<file path="src/design/mimu_pkg.sv">
// shared types and constants for the mahony imu attitude update block
// no dependencies; used by the divider, square root, multiplier and top level
package mimu_pkg;

   // operand and product widths of the shared multiplier
   localparam int AW   = 38;
   localparam int BW   = 32;
   localparam int PW   = AW + BW;
   localparam int ACCW = 40;

   // iteration counts of the serial units
   localparam int DIV_STEPS = 30;
   localparam int SQ_STEPS  = 32;
   localparam int DIV_MAGW  = 62;

   // register indexes
   localparam logic [1:0] CSR_KI = 2'd0;
   localparam logic [1:0] CSR_KP = 2'd1;
   localparam logic [1:0] CSR_DT = 2'd2;

   localparam logic [15:0] KI_RESET = 16'd819;
   localparam logic [15:0] KP_RESET = 16'd7782;
   localparam logic [24:0] DT_RESET = 25'd16777;

   typedef struct packed {
      logic                start;
      logic                neg;
      logic [DIV_MAGW-1:0] mag;
      logic [31:0]         den;
   } mimu_div_req_type;

   typedef struct packed {
      logic        start;
      logic [63:0] val;
   } mimu_sq_req_type;

endpackage

</file>
<file path="src/design/mimu_mul.sv">
// shared signed multiplier with registered product
// depends on mimu_pkg
module mimu_mul (
   input  logic                            clock,
   input  logic signed [mimu_pkg::AW-1:0]  opa,
   input  logic signed [mimu_pkg::BW-1:0]  opb,
   output logic signed [mimu_pkg::PW-1:0]  prod
);

   logic signed [mimu_pkg::PW-1:0] prod_ff;
   logic signed [mimu_pkg::PW-1:0] prod_in;

   assign prod_in = opa * opb;

   always_ff @(posedge clock) begin
      prod_ff <= prod_in;
   end

   assign prod = prod_ff;

endmodule

</file>
<file path="config.mk">
export PLATFORM = sky130hd
export DESIGN_NAME = mimu_mul
export DESIGN_NICKNAME = d
export VERILOG_FILES = /design/src/design/mimu_pkg.sv /design/src/design/mimu_mul.sv
export SDC_FILE = /design/constraint.sdc
export NUM_CORES = 2
export LEC_CHECK = 0
export ABC_AREA = 1
export BUFFER_PORTS_ARGS = -buffer_cell sky130_fd_sc_hd__buf_2
export CAP_MARGIN = 20
export CORE_MARGIN = 5
export CORE_UTILIZATION = 65
export CTS_CLUSTER_DIAMETER = 80
export DETAILED_ROUTE_END_ITERATION = 6
export HOLD_SLACK_MARGIN = 0.03
export MAX_ROUTING_LAYER = met4
export PLACE_DENSITY = 0.83
export SLEW_MARGIN = 20
export SYNTH_ARGS = -nofsm -noshare
export SYNTH_HDL_FRONTEND = slang
export SYNTH_SLANG_ARGS = --single-unit
</file>
<file path="constraint.sdc">
create_clock -name clock -period 11.65 [get_ports clock]
set_input_delay 1.7475 -clock clock [delete_from_list [all_inputs] [get_ports clock]]
set_output_delay 1.7475 -clock clock [all_outputs]
set_load 0.005 [all_outputs]
</file>
==> impl_metrics.toml <==
[run_status]
outcome = "complete, no violations"

[placement]
dp_hpwl_um = 107000
dp.cells = 6556
portBuffers = 140
gp_congestion = 1.03

[yosys]
synth_cell_types = 41
syn_avg_cell_area_um2 = 8.02
synth_flop_cell = "dfxtp_1"
synth_nets = 7223
synth-compound-area-share_pct = 1.99
synthSimpleGateAreaFrac_pct = 16.1
ys_async_sr_fraction_pct = 0
yosysWarnings = 0
ys_seq_elements = 70
synth.area.mux_share_pct = 0
synth_fa_ha_area_share_pct = 60.7
synth_top_family_by_area = "adder cells"
synthXorXnorAreaFrac_pct = 0.901
synth_cells = 5694
ys_seq_area_share_pct = 3.07
synth_edf_count = 0
syn_area_um2 = 45700

[detailed_routing]
vias = 36000
firstDrtPassIters = 6
drtIter0Drc = 3167
drtAntennaViolNets = 0
drc = 0
viasPerCell = 5.47
wl_per_cell_um = 19.2
routed_wl_um = 126000

[grt]
grt-busiest-layer = "met2"
gr-usage-met3_pct = 6.30
antenna_found_initial = 6
grt_pass1_wl_um = 206000
grt_max_degree = 40
grt_overflow = 0
use_met1_pct = 44.9
grt_usage_pct = 36.1
grt_pass1_vias = 39300
use_met2_pct = 58.9

[clocking]
cts_buffers = 9
cts.sinks = 70
hold_buffers = 0
cts-root-buf = "clkbuf_16"
cts_buffer_depth = 2
cts_max_level = 3
cts_setup_buffers = 0
post_cts_resized = 0
clk_pin_slew_worst_paths_ns = 0.06
cts_tree = "built"

[die]
core_area_um2 = 69900
dieArea_um2 = 75700
start_util_pct = 65.3
rows = 97
die_x_um = 275
die_h_um = 275
ios = 141

[timing]
tns_ns = 0
maxSlewHeadroom_pct = 32.9
slew_viol_final = 0
worst_slew_pin_slew_ns = 1.01
fmax_mhz = 107
finalSetupViolations = 0
finalHoldViolations = 0
fin_crit_ns = 9.37
rsz0062_at_grt = "false"
fin_crit_sh_pct = 80.5

[critical_path]
start_kind = "input pin"
crit_arrival_ns = 9.62
worstPathRequired_ns = 11.90
cp-end-kind = "register"
path_class = "input pin to register"
path_max_fanout = 32

[min_path]
hold_path_startpoint = "opb[0]"
min_path_type = "input pin to register"
hold-path-endpoint = "prod[0]"
min_path_cells = 4

[final_layout]
nets = 7156
final_util_pct = 67.5
layout.cells.non_filler = 6578
drive_gt1_share_pct = 4.47
syn_to_final_growth_pct = 3.27
largest_reg_flops = 70

[job]
cap_violations = 0
==> worst max path at each step <==
stage | startpoint | end | slack (ns) | cells after the start
floorplan | opb[5] | prod[64] | 3.11 | 27
global route | opa[37] | prod[64] | 1.77 | 27
global placement | opa[37] | prod[64] | 2.13 | 27
finish | opa[37] | prod[64] | 2.28 | 27
CTS | opa[37] | prod[61] | 2.31 | 27
detailed placement | opa[37] | prod[64] | 1.95 | 27
==> layer usage <==
metal | up-vias | part of all wire (%)
met4 | 0 | 5.3
met5 | - | 0
met3 | 504 | 9.6
met1 | 18100 | 36
li1 | 15400 | -
met2 | 2009 | 49
==> area by class of cell <==
class                      instances  area (um2)
tap                              940        1180
multi-input combinational       3525       36400
clock buffer                       9         225
antenna                            6        15.0
clock inverter                     7         106
sequential                        70        1400
inverter                        1857        6970
timing repair buffer             164         881
fill                            5643       22700
==> layout by cell type (no fill, tap or decap), types with 42 or more instances in the layout <==
cell	Yosys	routed
fa_1	1262	1262
nand3_1	61	61
nor2_1	164	164
a21oi_1	86	86
dfxtp_1	70	70
buf_2	0	140
nand2_1	1541	1541
inv_1	1847	1847
ha_1	196	196
o21ai_0	42	42
==> cells in the mapped netlist, types with 2 or more instances <==
| master | instances | area share [%] |
|---|---|---|
| a21boi_0 | 3 | 0.049 |
| a21o_1 | 4 | 0.066 |
| a21oi_1 | 86 | 0.94 |
| a21oi_2 | 2 | 0.038 |
| and3_1 | 3 | 0.041 |
| buf_1 | 42 | 0.35 |
| clkbuf_1 | 200 | 1.6 |
| dfxtp_1 | 70 | 3.1 |
| fa_1 | 1262 | 55 |
| ha_1 | 196 | 5.4 |
| inv_1 | 1847 | 15 |
| inv_2 | 9 | 0.074 |
| nand2_1 | 1541 | 13 |
| nand2_2 | 19 | 0.26 |
| nand3_1 | 61 | 0.67 |
| nand3_2 | 7 | 0.15 |
| nand3b_1 | 3 | 0.049 |
| nand4_1 | 17 | 0.23 |
| nor2_1 | 164 | 1.3 |
| nor2_2 | 10 | 0.14 |
| nor2_4 | 6 | 0.15 |
| nor3_1 | 6 | 0.066 |
| nor3_2 | 4 | 0.088 |
| o21a_1 | 4 | 0.066 |
| o21ai_0 | 42 | 0.46 |
| o21ai_1 | 3 | 0.033 |
| o21ai_2 | 2 | 0.038 |
| o21bai_1 | 14 | 0.23 |
| or2_1 | 2 | 0.027 |
| or2_2 | 9 | 0.12 |
| xnor2_1 | 10 | 0.19 |
| xor2_1 | 37 | 0.71 |
==> cell families (layout without fill, tap and decap cells) <==
logic type,count (synthesis),count (layout)
buffers and inverters,2099,2037
and+or+nand+nor,1858,1858
adders and majority gates,1458,1458
AOI/OAI and AO/OA,162,162
DFF,70,70
xor gates and xnor gates,47,47
other,0,6
==> stage by stage <==
step / hold slack [ns] / area (um2) / setup slack (ns)
after floorplan: 1.85 / 45700 / 3.11
after global placement: 2.13 / 46800 / 2.13
after detailed placement: 2.13 / 46800 / 1.95
after CTS: 2.01 / 47200 / 2.31
after global routing: 2.02 / 47200 / 1.77
final: 2.04 / 47200 / 2.28
==> worst max-delay path, stage by stage <==
cell	delay, ns
buf_2	0.49
nand2_1	0.25
inv_1	0.14
fa_1	0.47
inv_1	0.21
fa_1	0.48
inv_1	0.20
fa_1	0.49
fa_1	0.83
inv_1	0.42
fa_1	0.60
inv_1	0.06
fa_1	0.53
inv_1	0.05
fa_1	0.46
fa_1	0.52
inv_1	0.04
ha_1	0.39
a21oi_1	0.23
a21boi_0	0.33
o21ai_0	0.19
nand2_1	0.09
nand2_1	0.05
a21oi_1	0.16
nand2_1	0.07
nand2_1	0.05
nand2_1	0.04
Power is left out: the tool's default activity adds up to more than one toggle a clock period on the data nets, which glitch-free logic cannot reach.
