===== src/design/mimu_pkg.sv =====
// shared types and constants for the mahony imu attitude update block
// no dependencies; used by the divider, square root, multiplier and top level
package mimu_pkg;

   // operand and product widths of the shared multiplier
   localparam int AW   = 38;
   localparam int BW   = 32;
   localparam int PW   = AW + BW;
   localparam int ACCW = 40;

   // iteration counts of the serial units
   localparam int DIV_STEPS = 30;
   localparam int SQ_STEPS  = 32;
   localparam int DIV_MAGW  = 62;

   // register indexes
   localparam logic [1:0] CSR_KI = 2'd0;
   localparam logic [1:0] CSR_KP = 2'd1;
   localparam logic [1:0] CSR_DT = 2'd2;

   localparam logic [15:0] KI_RESET = 16'd819;
   localparam logic [15:0] KP_RESET = 16'd7782;
   localparam logic [24:0] DT_RESET = 25'd16777;

   typedef struct packed {
      logic                start;
      logic                neg;
      logic [DIV_MAGW-1:0] mag;
      logic [31:0]         den;
   } mimu_div_req_type;

   typedef struct packed {
      logic        start;
      logic [63:0] val;
   } mimu_sq_req_type;

endpackage


===== src/design/mimu_sqrt.sv =====
// serial integer floor square root of a 64 bit word, one result bit a cycle
// depends on mimu_pkg
module mimu_sqrt (
   input  logic                     clock,
   input  logic                     reset,
   input  mimu_pkg::mimu_sq_req_type req,
   output logic                     done,
   output logic [31:0]              root
);

   logic        busy_ff, busy_in;
   logic        done_ff, done_in;
   logic [4:0]  cnt_ff, cnt_in;
   logic [63:0] v_ff, v_in;
   logic [63:0] r_ff, r_in;
   logic [63:0] b_ff, b_in;
   logic [64:0] trial;

   always_comb begin
      busy_in = busy_ff;
      done_in = 1'b0;
      cnt_in  = cnt_ff;
      v_in    = v_ff;
      r_in    = r_ff;
      b_in    = b_ff;
      trial   = {1'b0, r_ff} + {1'b0, b_ff};
      if (req.start) begin
         busy_in = 1'b1;
         cnt_in  = '0;
         v_in    = req.val;
         r_in    = '0;
         b_in    = 64'h4000_0000_0000_0000;
      end else if (busy_ff) begin
         if ({1'b0, v_ff} >= trial) begin
            v_in = v_ff - trial[63:0];
            r_in = (r_ff >> 1) + b_ff;
         end else begin
            r_in = r_ff >> 1;
         end
         b_in   = b_ff >> 2;
         cnt_in = cnt_ff + 5'd1;
         if (cnt_ff == 5'(mimu_pkg::SQ_STEPS - 1)) begin
            busy_in = 1'b0;
            done_in = 1'b1;
         end
      end
   end

   always_ff @(posedge clock) begin
      if (reset) begin
         busy_ff <= 1'b0;
         done_ff <= 1'b0;
         cnt_ff  <= '0;
      end else begin
         busy_ff <= busy_in;
         done_ff <= done_in;
         cnt_ff  <= cnt_in;
      end
      v_ff <= v_in;
      r_ff <= r_in;
      b_ff <= b_in;
   end

   assign done = done_ff;
   assign root = r_ff[31:0];

endmodule


===== config.mk =====
export PLATFORM = sky130hd
export DESIGN_NAME = mimu_sqrt
export DESIGN_NICKNAME = d
export VERILOG_FILES = /design/src/design/mimu_pkg.sv /design/src/design/mimu_sqrt.sv
export SDC_FILE = /design/constraint.sdc
export NUM_CORES = 1
export LEC_CHECK = 0
export BUFFER_PORTS_ARGS = -buffer_cell sky130_fd_sc_hd__buf_2
export CELL_PAD_IN_SITES_DETAIL_PLACEMENT = 1
export CELL_PAD_IN_SITES_GLOBAL_PLACEMENT = 1
export CORE_UTILIZATION = 40
export DETAILED_ROUTE_END_ITERATION = 8
export PLACE_DENSITY_LB_ADDON = 0.05
export SETUP_SLACK_MARGIN = 0.05
export SLEW_MARGIN = 10
export SYNTH_ARGS = -nofsm -noshare
export SYNTH_HDL_FRONTEND = slang
export SYNTH_SLANG_ARGS = --single-unit

===== constraint.sdc =====
create_clock -name clock -period 9.98 [get_ports clock]
set_input_delay 0.499 -clock clock [delete_from_list [all_inputs] [get_ports clock]]
set_output_delay 0.499 -clock clock [all_outputs]
set_load 0.005 [all_outputs]

==> impl_metrics.tcl <==
set metrics [dict create \
    ys_seq_area_frac 0.260 \
    htree_levels 4 \
    grt_pass1_wl_mm 86.3 \
    rows 71 \
    reg2reg_depth 23 \
    die_h_um 198 \
    path_depth 23 \
    mostFrequentLayoutCells "nor2_1 (217), nand2_1 (213), o21ai_0 (140), ha_1 (132), a21oi_1 (129)" \
    place_inst 2439 \
    dr.pass1.iters 5 \
    wl_met1_mm 26.2 \
    arrival_ns 8.01 \
    wl_met2_mm 25.5 \
    finalSetupTns_ns 0 \
    crit_top_cell "a31oi_1" \
    routed_wl_mm 55.2 \
    drt-initial-drc-count 834 \
    first_global_vias 14800 \
    cts_buffer_depth 2 \
    antenna_found_initial 0 \
    ant_nets 0 \
    via_per_inst 5.96 \
    synth.distinct_cells 87 \
    total_power_mw 4.44 \
    synth_edf_count 64 \
    p_int_mw 2.29 \
    crit_type "register to register" \
    drc 0 \
    die_x_um 198 \
    layout-drive-gt1-share 0.0974 \
    power.leakage_nw 6.30 \
    clock_sinks 167 \
    ys_warn_count 0 \
    fin_area_sq_um 16500 \
    cts_hold_buf 0 \
    cts-root-buf "clkbuf_16" \
    p_seq_frac 0.248 \
    nets 2147 \
    synth_nets 2157 \
    drv_cap 0 \
    clkTransAtPathRegs_ns 0.07 \
    cp_slowest_stage_delay_ns 0.84 \
    avgSynthCellArea_sq_um 7.83 \
    vias 14700 \
    path_delay_family "compound AO/OA/AOI/OAI gates" \
    status "completed" \
    path_max_fanout 50 \
    switching_share 0.484 \
    crit_buf_inv 1 \
    core-area_sq_um 37700 \
    dpl.hpwl_mm 42.0 \
    hold_violations 0 \
    port_buffers 99 \
    end_kind "register" \
    fin_crit_ns 7.64 \
    worstPathCellList "ha_1, a31oi_1, o21bai_1, a211oi_1, o221ai_1, a21oi_1, o21bai_1, a21oi_1, o21ai_0, a31oi_1, xor2_1, ha_1, and3_1, and3_1, nand4_1, o31ai_1, a31oi_1, a221oi_1, o31ai_4, buf_4, nor2_4, nand3_1, o32ai_1" \
    initial_core_util 0.407 \
    crit_slowest_cell "nor2_4" \
    tightestPinTransition_ns 1.15 \
    ios 100 \
    highest_layer "met4" \
    routedWlPerCell_um 22.3 \
    p_sw_mw 2.15 \
    syn_inst 1957 \
    ys.flop_type "dfxtp_1" \
    max_clock_freq_mhz 131 \
    gp_congestion 0.921 \
    p_per_area_nw_per_um2 269 \
    setup_viol 0 \
    insertion_delay_ns 0.48 \
    whs_path_depth 2 \
    grt_setup_unrepaired "false" \
    finalCritPeriodShare 0.765 \
    ir_drop_uv 189 \
    yosys.area.top_type "dfxtp_1" \
    maxSlewViolCount 0 \
    cts_resized 0 \
    clock_skew_ns 0.0134 \
    whs_ns 0.173 \
    synth_top_area_share 0.135 \
    placed_area_sq_um 15900 \
    critPathLaunchType "register" \
    worstHoldPathType "primary input to register" \
    syn_to_final_growth_pct 7.65 \
    cts_tree "built" \
    layout_commonest_cell "nor2_1" \
    die-area_sq_um 39100 \
    grt_overflow 0 \
    combPwrFrac 0.595 \
    cts_made_buffers 17 \
    ys_async_sr_fraction 0 \
    synthTopCellsByArea "dfxtp_1 (13%), edfxtp_1 (13%), ha_1 (11%)" \
    grt_usage 0.287 \
    pwr-share-clk 0.156 \
    grt_max_degree 90 \
    critPathRequiredTime_ns 10.36 \
    relSlewSlack 0.230 \
    instances_no_fill 2471 \
    antennaDiodeCount 0 \
    ys_ff_latch 167 \
    route.met3.wl_mm 2.31 \
    post-cts-setup-buffers 0 \
    syn_area_sq_um 15300 \
]
## metrics by stage
step                 util  worst slack, ns
floorplan               -             1.58
global placement    0.422             2.78
detailed placement  0.422             2.50
CTS                 0.438             2.44
global route        0.438             1.84
finish              0.438             2.34
## registers in the layout (all words and copies together) (netlist names)
name	cells
b_ff	32
v_ff	64
cnt_ff	5
done	1
r_ff	64
busy_ff	1
## cell families (layout without fill, tap and decap cells)
kind of cell | after synthesis | in the layout | synth area share
AO/OA/AOI/OAI | 596 | 596 | 0.255
XOR/XNOR | 163 | 163 | 0.0932
adder cells (fa/ha/maj) | 133 | 133 | 0.109
buffers and inverters | 185 | 188 | 0.0548
flip-flops | 167 | 167 | 0.260
multiplexers | 46 | 46 | 0.0305
AND/OR/NAND/NOR | 667 | 667 | 0.198
## cell usage after synthesis, drive strengths merged, types with 5 or more instances
| cell type | count |
|---|---|
| buf | 51 |
| o31a | 12 |
| o22ai | 5 |
| mux2 | 6 |
| o32ai | 10 |
| and2 | 9 |
| and3 | 19 |
| xor2 | 72 |
| clkbuf | 88 |
| nor2 | 218 |
| o311ai | 6 |
| a31o | 18 |
| nor2b | 9 |
| or3 | 7 |
| ha | 132 |
| dfxtp | 103 |
| a21oi | 129 |
| or2 | 10 |
| nor3 | 67 |
| o221ai | 8 |
| edfxtp | 64 |
| inv | 45 |
| nand2 | 213 |
| nand3 | 37 |
| nand2b | 14 |
| o21a | 10 |
| nand4 | 37 |
| a31oi | 55 |
| xnor2 | 91 |
| o21ai | 146 |
| o41ai | 5 |
| o31ai | 13 |
| mux2i | 40 |
| a311oi | 13 |
| nor4 | 10 |
| a21o | 40 |
| a211oi | 52 |
| nor3b | 7 |
| o21bai | 26 |
## layer usage
layer / vias to the layer above / global-route usage
li1: 7142 / -
met1: 7220 / 0.382
met2: 300 / 0.477
met3: 55 / 0.0470
met4: 0 / 0.0833
met5: - / 0
## final timing paths
kind,startpoint,endpoint,slack [ns]
worst min-delay path,reset,busy_ff,0.17
worst max register to register,r_ff[2],r_ff[63],2.34
worst min register to register,r_ff[0],r_ff[0],0.51
worst max-delay path,r_ff[2],r_ff[63],2.34
## layout make-up
cell class / count / area [sq um]
fillers: 4649 / 21200
multi-input cells: 1605 / 10500
flip-flops and latches: 167 / 3990
well taps: 511 / 639
repair buffers: 110 / 584
clock buffers: 18 / 429
inverters: 46 / 173
clock inverters: 14 / 148
## power by group through the flow
stage          sequential [mW]  clock [mW]  combinational [mW]
2_1_floorplan             1.03           0                1.97
3_3_place_gp              1.11           0                2.55
3_5_place_dp              1.12           0                2.60
4_1_cts                   1.10       0.713                2.62
5_1_grt                   1.12       0.733                2.90
6_report                  1.10       0.694                2.64
No activity file was read; power rests on OpenSTA's default activity.
