$ cat config.mk
export PLATFORM = sky130hd
export DESIGN_NAME = mimu_div
export DESIGN_NICKNAME = d
export VERILOG_FILES = /design/src/design/mimu_pkg.sv /design/src/design/mimu_div.sv
export SDC_FILE = /design/constraint.sdc
export NUM_CORES = 1
export LEC_CHECK = 0
export BUFFER_PORTS_ARGS = -buffer_cell sky130_fd_sc_hd__buf_2
export CORE_ASPECT_RATIO = 2
export CORE_MARGIN = 5
export CORE_UTILIZATION = 55
export DETAILED_ROUTE_END_ITERATION = 8
export GPL_ROUTABILITY_DRIVEN = 0
export GPL_TIMING_DRIVEN = 1
export PLACE_DENSITY = 0.72
export SLEW_MARGIN = 20
export SYNTH_ARGS = -nofsm -noshare
export SYNTH_HDL_FRONTEND = slang
export SYNTH_SLANG_ARGS = --single-unit
export TNS_END_PERCENT = 100
$ cat constraint.sdc
create_clock -name clock -period 12.7 [get_ports clock]
set_input_delay 0.635 -clock clock [delete_from_list [all_inputs] [get_ports clock]]
set_output_delay 0.635 -clock clock [all_outputs]
set_load 0.05 [all_outputs]
$ cat src/design/mimu_pkg.sv
// shared types and constants for the mahony imu attitude update block
// no dependencies; used by the divider, square root, multiplier and top level
package mimu_pkg;

   // operand and product widths of the shared multiplier
   localparam int AW   = 38;
   localparam int BW   = 32;
   localparam int PW   = AW + BW;
   localparam int ACCW = 40;

   // iteration counts of the serial units
   localparam int DIV_STEPS = 30;
   localparam int SQ_STEPS  = 32;
   localparam int DIV_MAGW  = 62;

   // register indexes
   localparam logic [1:0] CSR_KI = 2'd0;
   localparam logic [1:0] CSR_KP = 2'd1;
   localparam logic [1:0] CSR_DT = 2'd2;

   localparam logic [15:0] KI_RESET = 16'd819;
   localparam logic [15:0] KP_RESET = 16'd7782;
   localparam logic [24:0] DT_RESET = 25'd16777;

   typedef struct packed {
      logic                start;
      logic                neg;
      logic [DIV_MAGW-1:0] mag;
      logic [31:0]         den;
   } mimu_div_req_type;

   typedef struct packed {
      logic        start;
      logic [63:0] val;
   } mimu_sq_req_type;

endpackage

$ cat src/design/mimu_div.sv
// serial restoring divider, one quotient bit a cycle, result clamped to +-2^30
// depends on mimu_pkg
module mimu_div (
   input  logic                      clock,
   input  logic                      reset,
   input  mimu_pkg::mimu_div_req_type req,
   output logic                      done,
   output logic signed [31:0]        quo
);

   localparam int DS = mimu_pkg::DIV_STEPS;
   localparam int MW = mimu_pkg::DIV_MAGW;

   logic          busy_ff, busy_in;
   logic          done_ff, done_in;
   logic [4:0]    cnt_ff, cnt_in;
   logic [MW-1:0] rem_ff, rem_in;
   logic [MW-1:0] dsh_ff, dsh_in;
   logic [DS-1:0] q_ff, q_in;
   logic          neg_ff, neg_in;
   logic          sat_ff, sat_in;
   logic          ge;

   always_comb begin
      busy_in = busy_ff;
      done_in = 1'b0;
      cnt_in  = cnt_ff;
      rem_in  = rem_ff;
      dsh_in  = dsh_ff;
      q_in    = q_ff;
      neg_in  = neg_ff;
      sat_in  = sat_ff;
      ge      = rem_ff >= dsh_ff;
      if (req.start) begin
         neg_in = req.neg;
         q_in   = '0;
         cnt_in = '0;
         rem_in = req.mag;
         dsh_in = MW'({req.den, (DS - 1)'(0)});
         if (req.mag >= MW'({req.den, DS'(0)})) begin
            sat_in  = 1'b1;
            done_in = 1'b1;
         end else begin
            sat_in  = 1'b0;
            busy_in = 1'b1;
         end
      end else if (busy_ff) begin
         if (ge) begin
            rem_in = rem_ff - dsh_ff;
         end
         q_in   = {q_ff[DS-2:0], ge};
         dsh_in = dsh_ff >> 1;
         cnt_in = cnt_ff + 5'd1;
         if (cnt_ff == 5'(DS - 1)) begin
            busy_in = 1'b0;
            done_in = 1'b1;
         end
      end
   end

   always_ff @(posedge clock) begin
      if (reset) begin
         busy_ff <= 1'b0;
         done_ff <= 1'b0;
         cnt_ff  <= '0;
      end else begin
         busy_ff <= busy_in;
         done_ff <= done_in;
         cnt_ff  <= cnt_in;
      end
      rem_ff <= rem_in;
      dsh_ff <= dsh_in;
      q_ff   <= q_in;
      neg_ff <= neg_in;
      sat_ff <= sat_in;
   end

   always_comb begin
      if (sat_ff) begin
         quo = neg_ff ? -32'sd1073741824 : 32'sd1073741824;
      end else begin
         quo = neg_ff ? -$signed({2'b00, q_ff}) : $signed({2'b00, q_ff});
      end
   end

   assign done = done_ff;

endmodule

==> report_table.html <==
<table>
<tr><th>Metric</th><th>Value</th></tr>
<tr><th colspan="2">Critical path</th></tr>
<tr><td>CP Data Arrival Time</td><td>4.67 ns</td></tr>
<tr><td>Crit-path slowest cell</td><td>buf_4</td></tr>
<tr><td>Critical path class</td><td>flip-flop to flip-flop</td></tr>
<tr><td>Endpoint required time on the critical path</td><td>12.78 ns</td></tr>
<tr><td>Critical-path cell list</td><td>inv_1 &gt; ha_1 &gt; fa_1 &gt; nand2b_1 &gt; a21oi_1 &gt; o211ai_1 &gt; o211ai_1 &gt; a31oi_1 &gt; o21ai_0 &gt; a21boi_1 &gt; o21ai_0 &gt; a32oi_1 &gt; nand2_2 &gt; buf_4</td></tr>
<tr><td>Worst R2R Setup Slack</td><td>8.11 ns</td></tr>
<tr><td>Depth of the most critical reg-to-reg path</td><td>14</td></tr>
<tr><td>Worst Setup End Kind</td><td>flip-flop</td></tr>
<tr><td>Critical Path Start Type</td><td>flip-flop</td></tr>
<tr><td>CP max FO</td><td>41</td></tr>
<tr><td>Crit-path max cell delay</td><td>0.62 ns</td></tr>
<tr><td>CP Buf/Inv Count</td><td>2</td></tr>
<tr><td>Cell class contributing the biggest share of worst-path delay</td><td>compound AO/OA/AOI/OAI gates</td></tr>
<tr><td>Reg-to-reg critical path startpoint</td><td>rem_ff[0]</td></tr>
<tr><td>Reg2reg end</td><td>rem_ff[13]</td></tr>
<tr><th colspan="2">Layout</th></tr>
<tr><td>Number of filler cells placed in the layout</td><td>1948</td></tr>
<tr><td>Final cell count without fillers</td><td>1776</td></tr>
<tr><td>Area taken by flip-flops and latches</td><td>4210 µm²</td></tr>
<tr><td>Antenna Diode Count</td><td>0</td></tr>
<tr><td>Synth-to-layout area growth</td><td>11.2%</td></tr>
<tr><td>Nets</td><td>1689</td></tr>
<tr><td>Ratio of cells with drive above 1 in the final layout</td><td>12.3%</td></tr>
<tr><td>Area of the multi-input gates</td><td>6820 µm²</td></tr>
<tr><th colspan="2">STA</th></tr>
<tr><td>RSZ-0062 raised after global routing</td><td>no</td></tr>
<tr><td>Period utilisation layout</td><td>36.2%</td></tr>
<tr><td>Skew final</td><td>0.0103 ns</td></tr>
<tr><td>Number of failing setup endpoints in the final timing report</td><td>0</td></tr>
<tr><td>Final critical path time including I/O delays and setup</td><td>4.59 ns</td></tr>
<tr><td>Aggregate negative setup slack</td><td>0 ns</td></tr>
<tr><td>Worst slew margin relative to its limit</td><td>18.8%</td></tr>
<tr><td>Least-Margin Pin Slew</td><td>1.21 ns</td></tr>
<tr><td>Total count of hold-check failures in the final report</td><td>0</td></tr>
<tr><td>Max-slew violation total from the final report</td><td>0</td></tr>
<tr><td>Fmax</td><td>218 MHz</td></tr>
<tr><th colspan="2">Clock network</th></tr>
<tr><td>Clock buffer count from CTS</td><td>17</td></tr>
<tr><td>Clk Latency, worst-skew pair</td><td>0.45 ns</td></tr>
<tr><td>Resized Gates After CTS</td><td>0</td></tr>
<tr><td>Number of sinks on the clock net</td><td>162</td></tr>
<tr><td>Root buffer selected by CTS</td><td>clkbuf_16</td></tr>
<tr><td>Register clock-pin slew on the reported worst setup and hold paths</td><td>0.07 ns</td></tr>
<tr><td>Number of hold-repair buffers added at the cts stage</td><td>0</td></tr>
<tr><td>CTS tree</td><td>done</td></tr>
<tr><td>CTS H-Tree Depth</td><td>4</td></tr>
<tr><td>Number of buffers on the longest clock path</td><td>2</td></tr>
<tr><td>Buffers inserted during post-CTS setup optimization</td><td>0</td></tr>
<tr><th colspan="2">Global route</th></tr>
<tr><td>Initial antenna violation count</td><td>0</td></tr>
<tr><td>Global-route wire length before repair</td><td>48400 µm</td></tr>
<tr><td>Remaining global-route overflow</td><td>0</td></tr>
<tr><td>Global Route Usage Sum</td><td>24.3%</td></tr>
<tr><td>Maximum number of pins on one net before global-route repair</td><td>98</td></tr>
<tr><td>Vias in the first global route</td><td>10482</td></tr>
<tr><th colspan="2">Detailed routing</th></tr>
<tr><td>WL final</td><td>29600 µm</td></tr>
<tr><td>Post-route ant nets</td><td>0</td></tr>
<tr><td>Drt via density</td><td>5.73</td></tr>
<tr><td>Number of DRC violations after detailed-routing iteration 0</td><td>590</td></tr>
<tr><td>First-pass iteration count of the detailed router</td><td>5</td></tr>
<tr><td>Average wire per standard cell</td><td>16.7 µm</td></tr>
<tr><td>Number of remaining DRC errors</td><td>0</td></tr>
<tr><td>Total vias in the final route</td><td>10171</td></tr>
<tr><th colspan="2">Floorplanning</th></tr>
<tr><td>Placeable Area</td><td>21000 µm²</td></tr>
<tr><td>Initial Util</td><td>55.9%</td></tr>
<tr><td>Chip Height</td><td>217 µm</td></tr>
<tr><td>Row Count</td><td>75</td></tr>
<tr><td>Width of the die</td><td>113 µm</td></tr>
<tr><td>Total I/O pin count</td><td>131</td></tr>
<tr><td>Die Footprint</td><td>24500 µm²</td></tr>
<tr><th colspan="2">Pwr</th></tr>
<tr><td>Pwr dens</td><td>164 nW/µm²</td></tr>
<tr><td>Final Power</td><td>2150 µW</td></tr>
<tr><td>Maximum vdd ir drop</td><td>0.0000981 V</td></tr>
<tr><td>Leakage power summed over all cells</td><td>0.00571 µW</td></tr>
<tr><th colspan="2">Logic synthesis</th></tr>
<tr><td>Net count of the mapped netlist</td><td>1603</td></tr>
<tr><td>Flop and latch count out of synthesis</td><td>162</td></tr>
<tr><td>Number of enable-type register cells in the synthesized netlist</td><td>96</td></tr>
<tr><td>Main flop type after synthesis</td><td>edfxtp_1</td></tr>
<tr><td>Post-synthesis sequential area ratio</td><td>35.8%</td></tr>
<tr><td>Syn avg cell area</td><td>8.34 µm²</td></tr>
<tr><td>Mapped Area</td><td>11700 µm²</td></tr>
<tr><td>Yosys warnings</td><td>0</td></tr>
<tr><td>Unique cell type count in the Yosys netlist</td><td>71</td></tr>
<tr><td>Synth async-reset ratio</td><td>0%</td></tr>
<tr><td>Post-synthesis cell count</td><td>1408</td></tr>
<tr><th colspan="2">Placement</th></tr>
<tr><td>Buffers on Ports</td><td>130</td></tr>
<tr><td>Post-placement cell count</td><td>1744</td></tr>
<tr><td>HPWL after DPL</td><td>22500 µm</td></tr>
<tr><th colspan="2">Job</th></tr>
<tr><td>Max-cap violations</td><td>0</td></tr>
<tr><th colspan="2">Min path</th></tr>
<tr><td>Worst min-delay path endpoint</td><td>neg_ff</td></tr>
<tr><td>Start point of the worst min-delay path</td><td>req[94]</td></tr>
<tr><td>WHS Path Cells</td><td>1</td></tr>
<tr><td>Class of the tightest hold or removal check</td><td>input pin to flip-flop</td></tr>
<tr><th colspan="2">Outcome</th></tr>
<tr><td>Result of the run</td><td>finished, final reports clean</td></tr>
</table>
## layout by cell type, fill, tap and decap left out, types with 11 or more instances in the layout
cell / Yosys / layout
a21o_1: 40 / 40
a31oi_1: 11 / 11
clkbuf_16: 0 / 18
edfxtp_1: 96 / 96
xor2_1: 49 / 49
inv_1: 116 / 116
nand3_1: 14 / 14
o21ai_0: 125 / 125
o31ai_1: 11 / 11
a21oi_1: 76 / 76
mux2i_1: 60 / 60
nand2_1: 199 / 198
buf_2: 0 / 129
nand4_1: 27 / 27
xnor2_1: 37 / 37
nor2_1: 142 / 142
o21ai_1: 14 / 14
nand2b_1: 13 / 13
nor3_1: 17 / 17
ha_1: 96 / 96
dfxtp_1: 66 / 65
## area by class of cell
cell class                 count  share of cell area, %
timing repair buffer         135                   5.32
clock inverter                12                  0.719
inverter                     117                   3.36
tap                          269                   2.58
clock buffer                  20                   3.51
multi-input combinational   1061                   52.3
sequential                   162                   32.2
## synthesized netlist by cell type, types with 27 or more instances
cell        n  area share [%]
a21o_1     40             2.6
a21oi_1    76             3.2
clkbuf_1   51             1.6
dfxtp_1    66              11
edfxtp_1   96              25
ha_1       96              10
inv_1     116             3.7
mux2i_1    60             5.1
nand2_1   199             6.4
nand4_1    27             1.4
nor2_1    142             4.5
o21ai_0   125             5.3
xnor2_1    37             2.8
xor2_1     49             3.7
## flip-flops by register name (all words and copies together) (netlist names)
register,count
dsh_ff,61
cnt_ff,5
done,1
busy_ff,1
rem_ff,62
q_ff,30
neg_ff,1
sat_ff,1
## cells by family after synthesis
logic type,Yosys count,share of synthesized area (%)
buffers and inverters,185,6.11
flip-flops,162,35.8
multiplexers,62,5.31
AO/OA/AOI/OAI,344,17.8
AND/OR/NAND/NOR,472,18.2
XOR/XNOR,86,6.42
adder cells (fa/ha/maj),97,10.4
## per-layer routing
metal	part of all wire, %	vias to the layer above	track usage (%)
li1	-	5110	-
met1	37	4731	25.2
met2	55	256	46.9
met3	4.0	74	3.66
met4	3.7	0	11.0
met5	0	-	0
## power breakdown
part / switching [µW] / leakage, µW / internal [µW]
sequential: 35.7 / 0.00151 / 659
clock: 226 / 0.000265 / 265
combinational: 591 / 0.00394 / 370
## worst max-delay path by stage
stage,start,endpoint,cells past startpoint
floorplan,rem_ff[33],rem_ff[0],11
global placement,rem_ff[0],rem_ff[11],14
detailed placement,rem_ff[0],rem_ff[12],14
CTS,rem_ff[0],rem_ff[13],14
global route,rem_ff[0],rem_ff[4],14
finish,rem_ff[0],rem_ff[13],14
## stage by stage
stage / area [µm²] / setup slack, ns / hold WS, ns / utilization, %
4_1_cts: 13100 / 8.10 / 0.356 / 62.1
6_report: 13100 / 8.11 / 0.368 / 62.1
3_3_place_gp: 12500 / 8.31 / 0.478 / 59.5
5_1_grt: 13100 / 7.77 / 0.357 / 62.1
3_5_place_dp: 12500 / 8.15 / 0.514 / 59.5
2_1_floorplan: 11700 / 8.45 / 0.465 / -
Power figures use the tool's default switching activity.
